$ cat src/tfdc_pkg.sv
`default_nettype none

package tfdc_pkg;

	localparam int MAX_PAYLOAD = 16;
	localparam int LEN_CAP     = (MAX_PAYLOAD < 16) ? MAX_PAYLOAD : 16;
	localparam int ADDR_W      = $clog2(MAX_PAYLOAD);
	localparam int CNT_W       = 5;
	localparam int POS_W       = 4;
	localparam int CFG_IDX_W   = 3;
	localparam int CFG_DATA_W  = 8;

	localparam logic [CFG_IDX_W-1:0] REG_HEADER      = 3'd0;
	localparam logic [CFG_IDX_W-1:0] REG_FOOTER      = 3'd1;
	localparam logic [CFG_IDX_W-1:0] REG_FIRST_CODE  = 3'd2;
	localparam logic [CFG_IDX_W-1:0] REG_FIRST_LEN   = 3'd3;
	localparam logic [CFG_IDX_W-1:0] REG_SECOND_CODE = 3'd4;
	localparam logic [CFG_IDX_W-1:0] REG_SECOND_LEN  = 3'd5;

	localparam logic [7:0]       RST_HEADER      = 8'hAA;
	localparam logic [7:0]       RST_FOOTER      = 8'h55;
	localparam logic [7:0]       RST_FIRST_CODE  = 8'h02;
	localparam logic [CNT_W-1:0] RST_FIRST_LEN   = 5'd11;
	localparam logic [7:0]       RST_SECOND_CODE = 8'h03;
	localparam logic [CNT_W-1:0] RST_SECOND_LEN  = 5'd8;

	typedef struct packed {
		logic clr_sum;
		logic add_sum;
		logic load_type;
		logic load_len;
		logic store_pay;
		logic clr_idx;
		logic inc_idx;
		logic rd_en;
	} dp_cmd_t;

	typedef struct packed {
		logic hdr_match;
		logic type_ok;
		logic len_ok;
		logic pay_done;
		logic sum_ok;
		logic ftr_ok;
		logic last;
	} dp_stat_t;

endpackage

`default_nettype wire

$ cat src/tfdc_in_if.sv
`default_nettype none

interface tfdc_in_if;
	logic       valid;
	logic       ready;
	logic [7:0] rx_byte;

	modport source (output valid, output rx_byte, input ready);
	modport sink (input valid, input rx_byte, output ready);
endinterface

`default_nettype wire

$ cat src/tfdc_out_if.sv
`default_nettype none

interface tfdc_out_if;
	logic       valid;
	logic       ready;
	logic [7:0] packet_type;
	logic [7:0] payload_byte;
	logic [3:0] byte_position;
	logic       last_byte;

	modport source (output valid, output packet_type, output payload_byte,
		output byte_position, output last_byte, input ready);
	modport sink (input valid, input packet_type, input payload_byte,
		input byte_position, input last_byte, output ready);
endinterface

`default_nettype wire

$ cat src/typed_frame_deframer_checksum.sv
// channel      dir   beat carries                                         handshake
// rx_chan      in    rx_byte                                              valid/ready
// result_chan  out   packet_type, payload_byte, byte_position, last_byte  valid/ready
// cfg          in    cfg_index, cfg_data                                  cfg_we, no wait
//
// each received byte is taken in one cycle while the frame is being parsed
// a good footer starts the payload burst: for each result beat the registered-read
// payload store is read first, and the beat is then presented until it is taken
// no bytes are taken until the last beat of the burst has gone
// arst_n returns the parser to header hunting and loads the register defaults
`default_nettype none

module typed_frame_deframer_checksum
	import tfdc_pkg::*;
(
	input  wire logic                  clk,
	input  wire logic                  arst_n,
	tfdc_in_if.sink                    rx_chan,
	tfdc_out_if.source                 result_chan,
	input  wire logic                  cfg_we,
	input  wire logic [CFG_IDX_W-1:0]  cfg_index,
	input  wire logic [CFG_DATA_W-1:0] cfg_data
);

	dp_cmd_t  cmd;
	dp_stat_t stat;

	tfdc_ctrl u_ctrl (
		.clk       (clk),
		.arst_n    (arst_n),
		.in_valid  (rx_chan.valid),
		.in_ready  (rx_chan.ready),
		.out_valid (result_chan.valid),
		.out_ready (result_chan.ready),
		.stat      (stat),
		.cmd       (cmd)
	);

	tfdc_dp u_dp (
		.clk           (clk),
		.arst_n        (arst_n),
		.cmd           (cmd),
		.stat          (stat),
		.rx_byte       (rx_chan.rx_byte),
		.cfg_we        (cfg_we),
		.cfg_index     (cfg_index),
		.cfg_data      (cfg_data),
		.packet_type   (result_chan.packet_type),
		.payload_byte  (result_chan.payload_byte),
		.byte_position (result_chan.byte_position),
		.last_byte     (result_chan.last_byte)
	);

endmodule

`default_nettype wire

$ cat src/tfdc_ram.sv
`default_nettype none

module tfdc_ram #(
	parameter int WIDTH = 8,
	parameter int DEPTH = 16
) (
	input  wire logic                     clk,
	input  wire logic                     we,
	input  wire logic [$clog2(DEPTH)-1:0] waddr,
	input  wire logic [WIDTH-1:0]         wdata,
	input  wire logic                     re,
	input  wire logic [$clog2(DEPTH)-1:0] raddr,
	output logic      [WIDTH-1:0]         rdata
);

	logic [WIDTH-1:0] mem_q [DEPTH];

	always_ff @(posedge clk) begin
		if (we) begin
			mem_q[waddr] <= wdata;
		end
		if (re) begin
			rdata <= mem_q[raddr];
		end
	end

endmodule

`default_nettype wire

$ cat src/tfdc_dp.sv
`default_nettype none

module tfdc_dp
	import tfdc_pkg::*;
(
	input  wire logic                  clk,
	input  wire logic                  arst_n,
	input  wire dp_cmd_t               cmd,
	output dp_stat_t                   stat,
	input  wire logic [7:0]            rx_byte,
	input  wire logic                  cfg_we,
	input  wire logic [CFG_IDX_W-1:0]  cfg_index,
	input  wire logic [CFG_DATA_W-1:0] cfg_data,
	output logic      [7:0]            packet_type,
	output logic      [7:0]            payload_byte,
	output logic      [POS_W-1:0]      byte_position,
	output logic                       last_byte
);

	logic [7:0]       header_q;
	logic [7:0]       footer_q;
	logic [7:0]       code1_q;
	logic [CNT_W-1:0] len1_q;
	logic [7:0]       code2_q;
	logic [CNT_W-1:0] len2_q;

	logic [7:0]       type_q;
	logic [CNT_W-1:0] length_q;
	logic [CNT_W-1:0] count_q;
	logic [7:0]       sum_q;
	logic [POS_W-1:0] idx_q;

	logic [CNT_W-1:0] count_nxt;
	logic             len_match;
	logic             len_range;
	logic             ram_we;

	always_ff @(posedge clk or negedge arst_n) begin
		if (!arst_n) begin
			header_q <= RST_HEADER;
			footer_q <= RST_FOOTER;
			code1_q  <= RST_FIRST_CODE;
			len1_q   <= RST_FIRST_LEN;
			code2_q  <= RST_SECOND_CODE;
			len2_q   <= RST_SECOND_LEN;
		end else if (cfg_we) begin
			case (cfg_index)
				REG_HEADER:      header_q <= cfg_data;
				REG_FOOTER:      footer_q <= cfg_data;
				REG_FIRST_CODE:  code1_q  <= cfg_data;
				REG_FIRST_LEN:   len1_q   <= cfg_data[CNT_W-1:0];
				REG_SECOND_CODE: code2_q  <= cfg_data;
				REG_SECOND_LEN:  len2_q   <= cfg_data[CNT_W-1:0];
				default: ;
			endcase
		end
	end

	always_ff @(posedge clk or negedge arst_n) begin
		if (!arst_n) begin
			type_q   <= '0;
			length_q <= '0;
			count_q  <= '0;
			sum_q    <= '0;
			idx_q    <= '0;
		end else begin
			if (cmd.load_type) begin
				type_q <= rx_byte;
			end
			if (cmd.clr_sum) begin
				sum_q <= '0;
			end else if (cmd.add_sum) begin
				sum_q <= sum_q + rx_byte;
			end
			if (cmd.load_len) begin
				length_q <= rx_byte[CNT_W-1:0];
				count_q  <= '0;
			end else if (cmd.store_pay) begin
				count_q <= count_nxt;
			end
			if (cmd.clr_idx) begin
				idx_q <= '0;
			end else if (cmd.inc_idx) begin
				idx_q <= idx_q + 1'b1;
			end
		end
	end

	assign count_nxt = count_q + 1'b1;

	// either pairing of code and length will do when both codes are equal
	assign len_match = (type_q == code1_q && rx_byte == {3'b000, len1_q}) ||
		(type_q == code2_q && rx_byte == {3'b000, len2_q});
	assign len_range = (rx_byte != 8'd0) && (32'(rx_byte) <= LEN_CAP);

	assign stat.hdr_match = (rx_byte == header_q);
	assign stat.type_ok   = (rx_byte == code1_q) || (rx_byte == code2_q);
	assign stat.len_ok    = len_match && len_range;
	assign stat.pay_done  = (count_nxt >= length_q);
	assign stat.sum_ok    = (sum_q == rx_byte);
	assign stat.ftr_ok    = (rx_byte == footer_q);
	assign stat.last      = (({1'b0, idx_q} + 1'b1) == length_q);

	assign ram_we = cmd.store_pay && (32'(count_q) < MAX_PAYLOAD);

	tfdc_ram #(
		.WIDTH (8),
		.DEPTH (MAX_PAYLOAD)
	) u_store (
		.clk   (clk),
		.we    (ram_we),
		.waddr (ADDR_W'(count_q)),
		.wdata (rx_byte),
		.re    (cmd.rd_en),
		.raddr (ADDR_W'(idx_q)),
		.rdata (payload_byte)
	);

	assign packet_type   = type_q;
	assign byte_position = idx_q;
	assign last_byte     = stat.last;

endmodule

`default_nettype wire

$ cat src/tfdc_ctrl.sv
`default_nettype none

module tfdc_ctrl
	import tfdc_pkg::*;
(
	input  wire logic     clk,
	input  wire logic     arst_n,
	input  wire logic     in_valid,
	output logic          in_ready,
	output logic          out_valid,
	input  wire logic     out_ready,
	input  wire dp_stat_t stat,
	output dp_cmd_t       cmd
);

	localparam logic [2:0] ST_HEADER  = 3'd0;
	localparam logic [2:0] ST_TYPE    = 3'd1;
	localparam logic [2:0] ST_LENGTH  = 3'd2;
	localparam logic [2:0] ST_PAYLOAD = 3'd3;
	localparam logic [2:0] ST_CHECK   = 3'd4;
	localparam logic [2:0] ST_FOOTER  = 3'd5;
	localparam logic [2:0] ST_RD      = 3'd6;
	localparam logic [2:0] ST_OUT     = 3'd7;

	logic [2:0] state_q;
	logic [2:0] state_nxt;
	logic       acc;

	assign in_ready  = (state_q != ST_RD) && (state_q != ST_OUT);
	assign out_valid = (state_q == ST_OUT);
	assign acc       = in_valid && in_ready;

	always_comb begin
		state_nxt = state_q;
		cmd       = '0;
		case (state_q)
			ST_HEADER: begin
				if (acc && stat.hdr_match) begin
					cmd.clr_sum = 1'b1;
					state_nxt   = ST_TYPE;
				end
			end
			ST_TYPE: begin
				if (acc) begin
					cmd.load_type = 1'b1;
					if (stat.type_ok) begin
						cmd.add_sum = 1'b1;
						state_nxt   = ST_LENGTH;
					end else begin
						state_nxt = ST_HEADER;
					end
				end
			end
			ST_LENGTH: begin
				if (acc) begin
					if (stat.len_ok) begin
						cmd.load_len = 1'b1;
						cmd.add_sum  = 1'b1;
						state_nxt    = ST_PAYLOAD;
					end else begin
						state_nxt = ST_HEADER;
					end
				end
			end
			ST_PAYLOAD: begin
				if (acc) begin
					cmd.store_pay = 1'b1;
					cmd.add_sum   = 1'b1;
					if (stat.pay_done) begin
						state_nxt = ST_CHECK;
					end
				end
			end
			ST_CHECK: begin
				if (acc) begin
					state_nxt = stat.sum_ok ? ST_FOOTER : ST_HEADER;
				end
			end
			ST_FOOTER: begin
				if (acc) begin
					if (stat.ftr_ok) begin
						cmd.clr_idx = 1'b1;
						state_nxt   = ST_RD;
					end else begin
						state_nxt = ST_HEADER;
					end
				end
			end
			ST_RD: begin
				// store read is registered, data then held for the beat
				cmd.rd_en = 1'b1;
				state_nxt = ST_OUT;
			end
			ST_OUT: begin
				if (out_ready) begin
					if (stat.last) begin
						state_nxt = ST_HEADER;
					end else begin
						cmd.inc_idx = 1'b1;
						state_nxt   = ST_RD;
					end
				end
			end
			default: begin
				state_nxt = ST_HEADER;
			end
		endcase
	end

	always_ff @(posedge clk or negedge arst_n) begin
		if (!arst_n) begin
			state_q <= ST_HEADER;
		end else begin
			state_q <= state_nxt;
		end
	end

endmodule

`default_nettype wire

$ cat src/flat_wrapper.sv
// flat-port wrapper written by rule: the top's interface ports become plain ports
module typed_frame_deframer_checksum_flat import tfdc_pkg::*;
  (clk, arst_n, cfg_we, cfg_index, cfg_data, rx_chan_valid, rx_chan_rx_byte, rx_chan_ready, result_chan_valid, result_chan_packet_type, result_chan_payload_byte, result_chan_byte_position, result_chan_last_byte, result_chan_ready);
  tfdc_in_if rx_chan_i ();
  tfdc_out_if result_chan_i ();
  input  wire logic clk;
  input  wire logic arst_n;
  input  wire logic cfg_we;
  input  wire logic [CFG_IDX_W-1:0] cfg_index;
  input  wire logic [CFG_DATA_W-1:0] cfg_data;
  input wire logic [$bits(rx_chan_i.valid)-1:0] rx_chan_valid;
  input wire logic [$bits(rx_chan_i.rx_byte)-1:0] rx_chan_rx_byte;
  output wire logic [$bits(rx_chan_i.ready)-1:0] rx_chan_ready;
  output wire logic [$bits(result_chan_i.valid)-1:0] result_chan_valid;
  output wire logic [$bits(result_chan_i.packet_type)-1:0] result_chan_packet_type;
  output wire logic [$bits(result_chan_i.payload_byte)-1:0] result_chan_payload_byte;
  output wire logic [$bits(result_chan_i.byte_position)-1:0] result_chan_byte_position;
  output wire logic [$bits(result_chan_i.last_byte)-1:0] result_chan_last_byte;
  input wire logic [$bits(result_chan_i.ready)-1:0] result_chan_ready;
  assign rx_chan_i.valid = rx_chan_valid;
  assign rx_chan_i.rx_byte = rx_chan_rx_byte;
  assign rx_chan_ready = rx_chan_i.ready;
  assign result_chan_valid = result_chan_i.valid;
  assign result_chan_packet_type = result_chan_i.packet_type;
  assign result_chan_payload_byte = result_chan_i.payload_byte;
  assign result_chan_byte_position = result_chan_i.byte_position;
  assign result_chan_last_byte = result_chan_i.last_byte;
  assign result_chan_i.ready = result_chan_ready;
  typed_frame_deframer_checksum u_core (.clk(clk), .arst_n(arst_n), .rx_chan(rx_chan_i), .result_chan(result_chan_i), .cfg_we(cfg_we), .cfg_index(cfg_index), .cfg_data(cfg_data));
endmodule
$ cat config.mk
export PLATFORM = sky130hd
export DESIGN_NAME = typed_frame_deframer_checksum_flat
export DESIGN_NICKNAME = d
export VERILOG_FILES = /design/src/tfdc_pkg.sv /design/src/tfdc_in_if.sv /design/src/tfdc_out_if.sv /design/src/typed_frame_deframer_checksum.sv /design/src/tfdc_ram.sv /design/src/tfdc_dp.sv /design/src/tfdc_ctrl.sv /design/src/flat_wrapper.sv
export SDC_FILE = /design/constraint.sdc
export NUM_CORES = 1
export LEC_CHECK = 0
export BUFFER_PORTS_ARGS = -buffer_cell sky130_fd_sc_hd__buf_4
export CORE_MARGIN = 2
export CORE_UTILIZATION = 45
export CTS_CLUSTER_DIAMETER = 80
export DETAILED_ROUTE_END_ITERATION = 8
export GPL_TIMING_DRIVEN = 0
export PLACE_DENSITY = 0.67
export SKIP_CTS_REPAIR_TIMING = 1
export SYNTH_ARGS = -nofsm -noshare
export SYNTH_HDL_FRONTEND = slang
export SYNTH_SLANG_ARGS = --single-unit
$ cat constraint.sdc
create_clock -name clk -period 2.65 [get_ports clk]
set_input_delay 0.1325 -clock clk [delete_from_list [all_inputs] [get_ports clk]]
set_output_delay 0.1325 -clock clk [all_outputs]
set_load 0.01 [all_outputs]
* Word level (Yosys, flattened, before mapping) *
Memories as Yosys holds them, arrays and structs flattened. A register that Yosys moved wholly into a read port is not among the register bits.
Index checks and enable logic that the tools add are counted.

storage, ports and cells
  bits in registers = 75
  RAM bits = 128
  memories = 1
  output and inout port bits = 23

cells by class
  add/sub/neg operators = 4
  mux-type cells = 40
  reduce and logical (&&, ||, !) cells = 23
  magnitude comparators = 3
  eq/ne operators = 32

memories
  memory                     depth  bits a word  read ports  clocked after memory_dff  write ports  line            text
  u_core.u_dp.u_store.mem_q  16     8            1           1                         1            tfdc_ram.sv:16  logic [WIDTH-1:0] mem_q [DEPTH];

operator list
  kind                                                                   count
  8-bit == test                                                          7
  3-bit 2-to-1 mux                                                       11
  3-bit one-hot mux with 8 select lines                                  1
  3-bit == test, second input constant                                   6
  1-bit 2-to-1 mux                                                       18
  8-bit by 5-bit == test with 1-bit output                               2
  8-bit 2-to-1 mux                                                       2
  3-bit by 2-bit == test with 1-bit output, second input constant        4
  2-bit != test, second input constant                                   6
  2-bit AND reduction                                                    6
  5-bit 2-to-1 mux                                                       2
  8-bit adder                                                            1
  8-bit by 5-bit <= comparator with 1-bit output, second input constant  1
  1-bit logical AND                                                      8
  4-bit 2-to-1 mux                                                       2
  8-bit AND reduction                                                    1
  8-bit nonzero test                                                     1
  3-bit by 1-bit == test with 1-bit output, second input constant        2
  3-bit zero test                                                        2
  2-bit 2-to-1 mux                                                       3
  3-bit != test, second input constant                                   2
  2-bit nonzero test                                                     3
  4-bit by 1-bit adder with 5-bit output, second input constant          1
  5-bit by 1-bit adder with 5-bit output, second input constant          1
  7 further kinds                                                        9

* Logic depth before layout (Yosys ltp) *
  word-level depth = 9
  gate-level depth with buffers = 10
  mapped depth without buffers = 10

* Hierarchy *
From an unflattened synthesis, not the netlist that was laid out.

second synthesis, totals
  cell total of the unflattened synthesis = 633
  area, all modules = 9719.3 sq um

modules (own cells, without submodules)
  module     times used  area an instance (sq um)  cells each
  tfdc_ram   1           5227.5                    229
  tfdc_dp    1           4140.2                    357
  tfdc_ctrl  1           351.6                     47

* Least setup slack after synthesis *
OpenSTA, ideal clock, no wires.

  path type = flip-flop to flip-flop
  from = register u_core.u_dp.idx_q[0], in the netlist u_core.u_dp.byte_position[0]
  to = register u_core.u_dp.u_store.rdata[0], read port of u_core.u_dp.u_store.mem_q (data pin)
  required time = 2.378 ns
  stages on the path, launching flop included = 5
  setup time = 0.272 ns
  slack = 0.340 ns
  arrival = 2.038 ns
  clock period less this slack = 2.310 ns
  cell sequence = dfrtp_1 -> clkbuf_1 -> buf_2 -> mux4_2 -> mux4_2

RTL lines
  what                    line            text
  from (decl)             tfdc_dp.sv:31   logic [POS_W-1:0] idx_q;
  from (signal assigned)  tfdc_dp.sv:84   idx_q <= idx_q + 1'b1;
  to (decl)               tfdc_ram.sv:13  output logic [WIDTH-1:0] rdata

==> flow_metrics.py <==
metrics = {
    "power": {
        "p_sw_w": 0.00310,
        "combPwrFrac_pct": 28.1,
        "clkPwrFrac_pct": 29.7,
        "p_seq_share_pct": 42.2,
        "pwr_density_cell_nw_per_um2": 919,
        "p_sw_share_pct": 30.1,
        "finalPower_w": 0.0103,
        "leakage_nw": 4.12,
        "internal-power_w": 0.00721,
        "peakVddDrop_mv": 0.525,
    },
    "global_route": {
        "grt.busiest_layer": "met2",
        "grt.overflow.total": 0,
        "antenna_found_initial": 0,
        "grt_max_degree": 76,
        "grt_use_total_pct": 19.1,
        "met1_usage_pct": 25.5,
        "met3_usage_pct": 2.96,
        "grt_use_met2_pct": 33.0,
        "grt_pass1_wl_um": 32600,
        "grt_pass1_vias": 5709,
    },
    "routing": {
        "drtPass1Iterations": 7,
        "viasPerCell": 5.51,
        "antenna_left": 0,
        "wl_um": 21000,
        "wire_per_inst_um": 21.0,
        "dr.first_iter.drc_count": 399,
        "drc": 0,
        "vias": 5498,
    },
    "worst_setup_path": {
        "r2r_slack_ps": 80,
        "start_kind": "flip-flop",
        "r2r-start": "u_core.u_dp.byte_position[1]",
        "r2r-end": "u_core.u_dp.u_store.rdata[4]",
        "cp-end-kind": "flip-flop",
        "crit_required_ps": 2900,
        "rr_worst_depth": 4,
        "path_max_fanout": 10,
        "endpoint": "u_core.u_dp.u_store.rdata[4]",
        "critPathKind": "reg -> reg",
        "arrival_ps": 2810,
        "crit_path_start": "u_core.u_dp.byte_position[1]",
    },
    "synth": {
        "ys_seq_elements": 211,
        "synth_cell_types": 45,
        "yosysTopAreaCell": "edfxtp_1",
        "syn_nets": 657,
        "ys_top_cells_by_area": "edfxtp_1 (43%), dfrtp_1 (16%), mux4_2 (9.4%)",
        "ys.flop_type": "edfxtp_1",
        "synth_top_area_share_pct": 42.7,
        "yosysSeqAreaShare_pct": 62.5,
        "async_flop_share_pct": 35.5,
        "synth.avg_cell_area_um2": 15.6,
        "yosysWarnings": 0,
        "netlist_instances": 615,
        "synth_edf_count": 136,
        "synth_area_um2": 9570,
    },
    "cts": {
        "cts_tree": "yes",
        "cts.sinks": 211,
        "clkTransAtPathRegs_ps": 60,
        "htreeDepth": 1,
        "clk_path_buf_depth": 3,
        "clkLatencyLatePin_ps": 510,
        "clock-root-buffer": "clkbuf_16",
        "numCtsBuffers": 23,
    },
    "timing": {
        "period_needed_ps": 2570,
        "setup_viol": 0,
        "rsz0062_at_grt": "yes",
        "setup_ws_ps": 84.1,
        "worst_slew_pin_slew_ps": 1260,
        "fin_skew_ps": 19.0,
        "fmax_mhz": 390,
        "final_max_slew_viol_count": 0,
        "slew-limit-headroom_pct": 15.2,
        "fin_crit_sh_pct": 96.8,
        "final-hold-violation-count": 0,
    },
    "hold_path": {
        "hp-class": "in -> reg",
    },
    "die": {
        "initial_core_util_pct": 45.7,
        "core_area_um2": 21000,
        "fp.dieArea_um2": 22500,
        "fp.dieW_um": 150,
        "ios": 47,
        "core.rowCount": 53,
        "die_y_um": 150,
    },
    "cells_and_area": {
        "nets": 748,
        "diodes": 0,
        "final_cell_mix": "edfxtp_1 (136), dfrtp_1 (60), mux2_2 (51), buf_4 (46), xnor2_1 (42)",
        "final_common_cell": "edfxtp_1",
        "fillCellCount": 1713,
        "syn2layout_area_growth_pct": 17.2,
        "drive_above_1_share_pct": 29.5,
        "seq_area_um2": 5980,
        "multi_input_area_um2": 3440,
    },
    "placement": {
        "pre_cts_ws_ps": -317,
        "port_buffers": 45,
        "gp_congestion": 0.809,
        "hpwl_um": 14200,
    },
    "status": {
        "outcome": "completed",
    },
    "run": {
        "cap_viol_max_count": 0,
    },
}
## flip-flops by register name, indices dropped and copies added (netlist names)
signal / count
u_core.u_dp.length_q: 5
u_core.u_dp.u_store.rdata: 8
u_core.u_dp.footer_q: 8
u_core.u_dp.u_store.mem_q: 128
u_core.u_dp.header_q: 8
u_core.u_dp.packet_type: 8
u_core.u_dp.count_q: 5
u_core.u_dp.sum_q: 8
u_core.u_dp.code1_q: 8
u_core.u_dp.len1_q: 5
u_core.u_ctrl.state_q: 3
u_core.u_dp.byte_position: 4
u_core.u_dp.code2_q: 8
u_core.u_dp.len2_q: 5
## cells by family after synthesis
group	Yosys count	synth area share, %
buffers and inverters	40	1.99
multiplexers	101	16.5
XOR/XNOR	81	7.41
flip-flops	211	62.5
adder cells (fa/ha/maj)	18	2.43
AO/OA/AOI/OAI	33	2.24
AND/OR/NAND/NOR	131	7.02
## cells in the mapped netlist (3+ instances only)
| cell type | number |
|---|---|
| buf_6 | 4 |
| a21o_1 | 3 |
| and3_1 | 6 |
| dfstp_2 | 15 |
| xor2_1 | 39 |
| nand2_1 | 36 |
| mux4_2 | 40 |
| o21ai_0 | 8 |
| nand2b_1 | 7 |
| nor2_1 | 32 |
| ha_1 | 17 |
| dfrtp_1 | 60 |
| a21oi_1 | 5 |
| o21a_1 | 4 |
| edfxtp_1 | 136 |
| nor3_1 | 8 |
| buf_2 | 8 |
| mux2_2 | 51 |
| mux2i_1 | 10 |
| a31oi_1 | 4 |
| nand3_1 | 9 |
| nand4_1 | 10 |
| a32oi_1 | 3 |
| inv_1 | 11 |
| nor4_1 | 10 |
| clkbuf_1 | 15 |
| xnor2_1 | 42 |
## layout make-up
cell class	count	area share [%]
clock inverters	16	1.19
repair buffers	67	4.88
clock buffers	26	5.23
plain buffers	28	1.33
well taps	275	3.07
flip-flops and latches	211	53.3
multi-input cells	364	30.7
inverters	11	0.368
## per-layer routing
layer	wire (um)	part of all wire, %
met3	953	4.5
met2	10600	51
met5	0	0
met4	430	2.1
met1	8990	43
## power by group through the flow
stage / registers, W / clock network [W] / logic, W
2_1_floorplan: 0.00435 / 0 / 0.00203
3_3_place_gp: 0.00437 / 0 / 0.00278
3_5_place_dp: 0.00440 / 0 / 0.00288
4_1_cts: 0.00434 / 0.00313 / 0.00290
5_1_grt: 0.00442 / 0.00325 / 0.00317
6_report: 0.00435 / 0.00306 / 0.00290
## critical path, cell delays in order, from the launching register on
cell	delay (ps)
dfrtp_1	400
clkbuf_1	400
clkbuf_1	560
mux4_2	450
mux4_2	480
## through the flow
step / cell area, um^2 / instances / hold slack (ps) / TNS, ps / utilization, %
6_report: 11200 / 998 / 14.2 / 0 / 53.6
3_5_place_dp: 10300 / 936 / 349 / -6240 / 49.0
4_1_cts: 11000 / 978 / -199 / -6150 / 52.4
3_3_place_gp: 10300 / 935 / 336 / -6040 / 48.9
2_1_floorplan: 9570 / 615 / -163 / 0 / -
5_1_grt: 11200 / 998 / 1.12 / -103 / 53.6
## worst min-delay path by stage
| stage | endpoint | start | cells after the start | slack, ps |
|---|---|---|---|---|
| floorplan | u_core.u_ctrl.state_q[0] | arst_n | 0 | -160 |
| global placement | u_core.u_dp.byte_position[3] | arst_n | 1 | 340 |
| detailed placement | u_core.u_dp.byte_position[3] | arst_n | 1 | 350 |
| CTS | u_core.u_dp.byte_position[3] | arst_n | 1 | -200 |
| global route | u_core.u_dp.u_store.mem_q[12][1] | rx_chan_rx_byte[1] | 1 | 1 |
| finish | u_core.u_dp.u_store.mem_q[13][1] | rx_chan_rx_byte[1] | 1 | 10 |
Note: power is estimated with default switching activity, not from simulation.
